### src/rtl/core/sipo_pkg.sv
// ----------------------------------------------------------------------------
// sipo_pkg
// Shared types, register codes and tilt constants for the serpentine infill
// path ordering block.
// ----------------------------------------------------------------------------
package sipo_pkg;

    typedef struct packed {
        logic               mode;
        logic signed [31:0] pos_x;
        logic signed [31:0] pos_y;
        logic signed [31:0] pos_z;
        logic signed [15:0] norm_x;
        logic signed [15:0] norm_y;
        logic signed [15:0] norm_z;
    } t_in;

    typedef struct packed {
        logic               out_valid;
        logic signed [31:0] path_x;
        logic signed [31:0] path_y;
        logic signed [31:0] path_z;
        logic signed [31:0] tilt_x_deg;
        logic signed [31:0] tilt_y_deg;
        logic               is_last;
        logic               saturated;
    } t_out;

    typedef struct packed {
        logic signed [31:0] pos_x;
        logic signed [31:0] pos_y;
        logic signed [31:0] pos_z;
        logic signed [15:0] norm_x;
        logic signed [15:0] norm_y;
        logic signed [15:0] norm_z;
    } t_point;

    typedef struct packed {
        logic lt;
        logic eq;
    } t_cmp;

    typedef struct packed {
        logic signed [31:0] tilt_x;
        logic signed [31:0] tilt_y;
        logic               sat;
    } t_tilt;

    localparam logic [1:0] REG_KEEP_EVERY     = 2'd0;
    localparam logic [1:0] REG_ROW_TOLERANCE  = 2'd1;
    localparam logic [1:0] REG_REVERSE_OUTPUT = 2'd2;

    localparam logic [7:0] KEEP_EVERY_RESET = 8'd3;

    // tilt = num * 18000000 * 2^16 / (den * 314159), rounded half away from zero
    localparam int          TILT_MAG_W = 16;
    localparam int          TILT_AN_W  = 40;
    localparam int          TILT_AD_W  = 34;
    localparam int          TILT_SH    = 17;
    localparam int          TILT_NUM_W = TILT_AN_W + TILT_SH + 1;
    localparam int          TILT_DEN_W = TILT_AD_W + 1;
    localparam int          TILT_CNT_W = $clog2(TILT_NUM_W);
    localparam logic [24:0] TILT_NUM_K = 25'd18000000;
    localparam logic [18:0] TILT_DEN_K = 19'd314159;

    function automatic t_cmp point_cmp(t_point a, t_point b, logic yfirst);
        t_cmp               c;
        logic signed [31:0] a1, b1, a2, b2;
        a1 = yfirst ? a.pos_y : a.pos_x;
        b1 = yfirst ? b.pos_y : b.pos_x;
        a2 = yfirst ? a.pos_x : a.pos_y;
        b2 = yfirst ? b.pos_x : b.pos_y;
        c = '0;
        if (a1 != b1) begin
            c.lt = a1 < b1;
        end else if (a2 != b2) begin
            c.lt = a2 < b2;
        end else if (a.pos_z != b.pos_z) begin
            c.lt = a.pos_z < b.pos_z;
        end else if (a.norm_x != b.norm_x) begin
            c.lt = a.norm_x < b.norm_x;
        end else if (a.norm_y != b.norm_y) begin
            c.lt = a.norm_y < b.norm_y;
        end else if (a.norm_z != b.norm_z) begin
            c.lt = a.norm_z < b.norm_z;
        end else begin
            c.eq = 1'b1;
        end
        return c;
    endfunction

endpackage

### src/rtl/core/sipo_tilt.sv
// ----------------------------------------------------------------------------
// sipo_tilt
// Both tilt angles of one normal through a shared restoring divider,
// one quotient bit per cycle.
// ----------------------------------------------------------------------------
module sipo_tilt (
    input  logic               i_clk,
    input  logic               i_rst_n,
    input  logic               i_start,
    input  logic signed [15:0] i_norm_x,
    input  logic signed [15:0] i_norm_y,
    input  logic signed [15:0] i_norm_z,
    output logic               o_done,
    output sipo_pkg::t_tilt    o_tilt
);

    localparam int MW = sipo_pkg::TILT_MAG_W;
    localparam int NW = sipo_pkg::TILT_NUM_W;
    localparam int DW = sipo_pkg::TILT_DEN_W;
    localparam int AW = sipo_pkg::TILT_AN_W;
    localparam int BW = sipo_pkg::TILT_AD_W;
    localparam int KW = sipo_pkg::TILT_CNT_W;

    typedef enum logic [2:0] {T_IDLE, T_MUL, T_LOAD, T_DIV, T_FIN} t_tstate;

    t_tstate            r_state, n_state;
    logic               r_phase, n_phase;
    logic signed [15:0] r_nx, r_ny, r_nz, n_nx, n_ny, n_nz;
    logic [AW-1:0]      r_an, n_an;
    logic [BW-1:0]      r_ad, n_ad;
    logic [NW-1:0]      r_num, n_num, r_q, n_q;
    logic [DW-1:0]      r_den, n_den, r_rem, n_rem;
    logic [KW-1:0]      r_cnt, n_cnt;
    logic               r_done, n_done;
    sipo_pkg::t_tilt    r_tilt, n_tilt;

    logic [MW-1:0]      num_mag, den_mag;
    logic               num_neg, neg;
    logic [DW:0]        trial;
    logic [31:0]        val;
    logic               sat;

    always_comb begin
        num_mag = r_phase ? (r_nx[15] ? MW'(-r_nx) : MW'(r_nx))
                          : (r_ny[15] ? MW'(-r_ny) : MW'(r_ny));
        num_neg = r_phase ? r_nx[15] : (r_ny != '0 && !r_ny[15]);
        den_mag = r_nz[15] ? MW'(-r_nz) : MW'(r_nz);
        neg     = num_neg != r_nz[15];
        trial   = {r_rem, r_num[NW-1]};

        sat = 1'b0;
        if (r_nz == '0) begin
            sat = 1'b1;
            if (num_mag == '0) begin
                val = '0;
            end else if (num_neg) begin
                val = 32'h8000_0000;
            end else begin
                val = 32'h7FFF_FFFF;
            end
        end else if (neg) begin
            if (r_q > NW'(33'h0_8000_0000)) begin
                sat = 1'b1;
                val = 32'h8000_0000;
            end else begin
                val = 32'd0 - r_q[31:0];
            end
        end else begin
            if (r_q > NW'(32'h7FFF_FFFF)) begin
                sat = 1'b1;
                val = 32'h7FFF_FFFF;
            end else begin
                val = r_q[31:0];
            end
        end

        n_state = r_state;
        n_phase = r_phase;
        n_nx    = r_nx;
        n_ny    = r_ny;
        n_nz    = r_nz;
        n_an    = r_an;
        n_ad    = r_ad;
        n_num   = r_num;
        n_q     = r_q;
        n_den   = r_den;
        n_rem   = r_rem;
        n_cnt   = r_cnt;
        n_done  = 1'b0;
        n_tilt  = r_tilt;

        case (r_state)
            T_IDLE: begin
                if (i_start) begin
                    n_nx       = i_norm_x;
                    n_ny       = i_norm_y;
                    n_nz       = i_norm_z;
                    n_phase    = 1'b0;
                    n_tilt.sat = 1'b0;
                    n_state    = T_MUL;
                end
            end
            T_MUL: begin
                n_an    = AW'(num_mag * sipo_pkg::TILT_NUM_K);
                n_ad    = BW'(den_mag * sipo_pkg::TILT_DEN_K);
                n_state = T_LOAD;
            end
            T_LOAD: begin
                n_num   = NW'({r_an, {sipo_pkg::TILT_SH{1'b0}}}) + NW'(r_ad);
                n_den   = {r_ad, 1'b0};
                n_rem   = '0;
                n_q     = '0;
                n_cnt   = '0;
                n_state = T_DIV;
            end
            T_DIV: begin
                if (trial >= {1'b0, r_den}) begin
                    n_rem = DW'(trial - {1'b0, r_den});
                    n_q   = {r_q[NW-2:0], 1'b1};
                end else begin
                    n_rem = trial[DW-1:0];
                    n_q   = {r_q[NW-2:0], 1'b0};
                end
                n_num = {r_num[NW-2:0], 1'b0};
                n_cnt = r_cnt + KW'(1);
                if (r_cnt == KW'(NW - 1)) begin
                    n_state = T_FIN;
                end
            end
            T_FIN: begin
                n_tilt.sat = r_tilt.sat | sat;
                if (!r_phase) begin
                    n_tilt.tilt_x = val;
                    n_phase       = 1'b1;
                    n_state       = T_MUL;
                end else begin
                    n_tilt.tilt_y = val;
                    n_done        = 1'b1;
                    n_state       = T_IDLE;
                end
            end
            default: begin
                n_state = T_IDLE;
            end
        endcase
    end

    always_ff @(posedge i_clk) begin
        if (!i_rst_n) begin
            r_state <= T_IDLE;
            r_done  <= 1'b0;
        end else begin
            r_state <= n_state;
            r_done  <= n_done;
        end
        r_phase <= n_phase;
        r_nx    <= n_nx;
        r_ny    <= n_ny;
        r_nz    <= n_nz;
        r_an    <= n_an;
        r_ad    <= n_ad;
        r_num   <= n_num;
        r_q     <= n_q;
        r_den   <= n_den;
        r_rem   <= n_rem;
        r_cnt   <= n_cnt;
        r_tilt  <= n_tilt;
    end

    assign o_done = r_done;
    assign o_tilt = r_tilt;

endmodule

### config.mk
export PLATFORM = sky130hd
export DESIGN_NAME = sipo_tilt
export DESIGN_NICKNAME = d
export VERILOG_FILES = /design/src/rtl/core/sipo_pkg.sv /design/src/rtl/core/sipo_tilt.sv
export SDC_FILE = /design/constraint.sdc
export NUM_CORES = 1
export LEC_CHECK = 0
export BUFFER_PORTS_ARGS = -buffer_cell sky130_fd_sc_hd__buf_2
export CORE_MARGIN = 2
export CORE_UTILIZATION = 25
export DETAILED_ROUTE_END_ITERATION = 7
export GPL_ROUTABILITY_DRIVEN = 0
export MAX_ROUTING_LAYER = met4
export SKIP_CTS_REPAIR_TIMING = 1
export SYNTH_ARGS = -nofsm -noshare
export SYNTH_HDL_FRONTEND = slang
export SYNTH_SLANG_ARGS = --single-unit
### constraint.sdc
create_clock -name i_clk -period 21.8 [get_ports i_clk]
set_input_delay 4.36 -clock i_clk [delete_from_list [all_inputs] [get_ports i_clk]]
set_output_delay 4.36 -clock i_clk [all_outputs]
set_load 0.02 [all_outputs]
==> impl_metrics.toml <==
[outcome]
status = "complete, no violations"

[flow_run]
maxCapViolCount = 0

[synthesis]
synth-xor-area-share = 0.0510
syn_inst = 2501
synth_edf_count = 372
synth_top_family_by_area = "adder cells"
synthTopCellsByArea = "edfxtp_1 (41%), ha_1 (14%), fa_1 (11%), inv_1 (4.8%), nand2_1 (2.9%)"
yosys_most_used_dff = "edfxtp_1"
yosysTopAreaCell = "edfxtp_1"
yosys.area_share.simple = 0.109
synth_seq_cells = 376
yosys.area.top_type_share = 0.409
muxShareOfSynthArea = 0.00995
syn_nets = 3016
ys_warn_count = 0
synth.avg_cell_area_um2 = 10.9
syn-cell-area_um2 = 27300
yosysSeqAreaShare = 0.412
async_flop_share = 0
yosys.area_share.adder = 0.256
synth_most_common_cell = "edfxtp_1"
yosys.cell_types.count = 78
synth_common_cells = "edfxtp_1 (372), inv_1 (350), ha_1 (308)"
synth_compound_area_frac = 0.105

[timing]
final.min_clock_period_ns = 8.30
finalCritPeriodShare = 0.381
tightest_slew_ns = 1.08
final-max-slew-violation-count = 0
finalSetupViolCount = 0
slew_headroom = 0.263
tns_ns = 0
fmax_mhz = 120
rsz0062_at_grt = "no"
clock_skew_ns = 0.0225
hold_viol_final = 0

[floorplan]
core_um2 = 109000
start_util = 0.251
io_pins = 117
die_y_um = 334
placementRows = 121
die_x_um = 334
die-area_um2 = 112000

[grt]
grt_overflow = 0
grt_pass1_wl_mm = 96.1
grt.total_usage = 0.108
grt_pass1_vias = 18159
grt_max_degree = 216
antenna_found_initial = 2

[clocking]
clkSinkCount = 376
htree_levels = 2
clkTransAtPathRegs_ns = 0.06
clockRootBuffer = "clkbuf_16"
tritoncts = "yes"
cts_max_path_buffers = 3
clock_latency_ns = 0.59
cts-buffers-inserted = 46

[route]
first_iter_violations = 964
final_antenna_net_count = 0
via_per_inst = 4.41
vias = 17970
drc = 0
dr.pass1.iters = 5
wl_mm = 58.8
wire_per_inst_um = 14.4

[worst_setup_path]
cpMostUsedCell = "fa_1"
cp.required_ns = 22.12
worst-setup-path-type = "flop to flop"
slowest_delay_ns = 0.64
cp.arrival_ns = 8.62
crit_path_start_kind = "flop"
crit_slowest_cell = "fa_1"
worstPathMaxFanout = 12
worstSetupEndpointType = "flop"

[cells_and_area]
finalNetCount = 3139
finalInstanceArea_um2 = 31100
instances_no_fill = 4074
regArea_um2 = 11300
layout-drive-gt1-share = 0.0906
multi_input_area_um2 = 14500
diodes = 0
final_util = 0.287
area_delta_synth_final_pct = 14.0
fill_cells = 11203

[placed_design]
placed_cells = 3990
place_area_um2 = 29600
hpwlAfterDp_mm = 44.5
port_buffers = 116

[hold_path]
worstHoldPathType = "flop to flop"
==> state kept, by name, summed over array words and instances, names as in the netlist <==
name     cells
o_tilt      65
r_num       58
r_q         58
r_rem       35
r_ad        34
r_den       34
r_an        33
r_nx        16
r_ny        16
r_nz        16
r_cnt        6
r_state      3
o_done       1
r_phase      1
==> metrics by stage <==
| stage | setup slack (ns) | hold WS (ns) |
|---|---|---|
| 2_1_floorplan | 11.56 | 0.417 |
| 3_3_place_gp | 13.55 | 0.438 |
| 3_5_place_dp | 13.48 | 0.438 |
| 4_1_cts | 13.45 | 0.451 |
| 5_1_grt | 13.02 | 0.467 |
| 6_report | 13.50 | 0.450 |
==> cell usage in the layout (no fill, tap or decap), types with 5 or more instances in the layout <==
master	instances
and2_1	11
edfxtp_1	372
a31oi_1	16
inv_1	350
o31ai_1	19
clkbuf_16	47
clkbuf_1	5
xnor2_1	89
o211ai_1	30
buf_4	23
nor4_1	13
o21ai_0	87
xor2_1	69
nand3_1	39
nand4_1	15
mux2i_1	26
a21boi_0	6
clkinv_1	9
a21o_1	48
o21ai_1	18
or3_1	22
ha_1	308
o31a_1	5
o22ai_1	8
and3_1	78
nand2_1	212
nand2b_1	10
buf_2	116
nor2_1	142
o21bai_1	12
o21a_1	15
a21oi_1	109
o41ai_1	9
nor2b_1	10
fa_1	156
or4_1	8
a221oi_1	9
a211oi_1	12
clkinv_2	9
nor3_1	21
==> cell families (layout without fill, tap and decap cells) <==
logic type,Yosys count,after routing
compound gates,443,443
xor+xnor,159,159
fa+ha+maj,464,464
buf+inv,417,576
flops,376,376
mux,27,27
simple gates,615,615
==> routing by layer <==
| metal | share of wire | wire length, µm | track usage |
|---|---|---|---|
| met1 | 0.48 | 28200 | 0.143 |
| met2 | 0.46 | 26800 | 0.172 |
| met3 | 0.041 | 2440 | 0.0161 |
| met4 | 0.024 | 1390 | 0.0329 |
| met5 | 0 | 0 | - |
==> critical path: cells and delay by family, from the launching register on <==
family                     cells  cell delay (ns)
adders and majority gates      7             3.65
DFF                            1             0.62
and+or+nand+nor                7             1.67
buffers and inverters          5             0.45
AOI/OAI and AO/OA              6             1.14
xor gates and xnor gates       2             0.49
==> layout make-up <==
cell class,instances,area share
Tap cell,1414,0.0568
Multi-Input combinational cell,1708,0.467
Clock buffer,52,0.0384
Inverter,352,0.0424
Clock inverter,32,0.00941
Timing Repair Buffer,140,0.0248
Sequential cell,376,0.361
==> path summary, 6_finish.rpt <==
kind                               from        to  slack (ns)  cells past startpoint
worst max-delay path            r_nz[0]  r_ad[32]       13.50                     27
worst min-delay path            r_ad[8]  r_den[9]        0.45                      0
worst max register to register  r_nz[0]  r_ad[32]       13.50                     27
worst min register to register  r_ad[8]  r_den[9]        0.45                      0
Power is not shown: default switching activity piles up to over one toggle a cycle in this logic, so the estimate is an artifact.
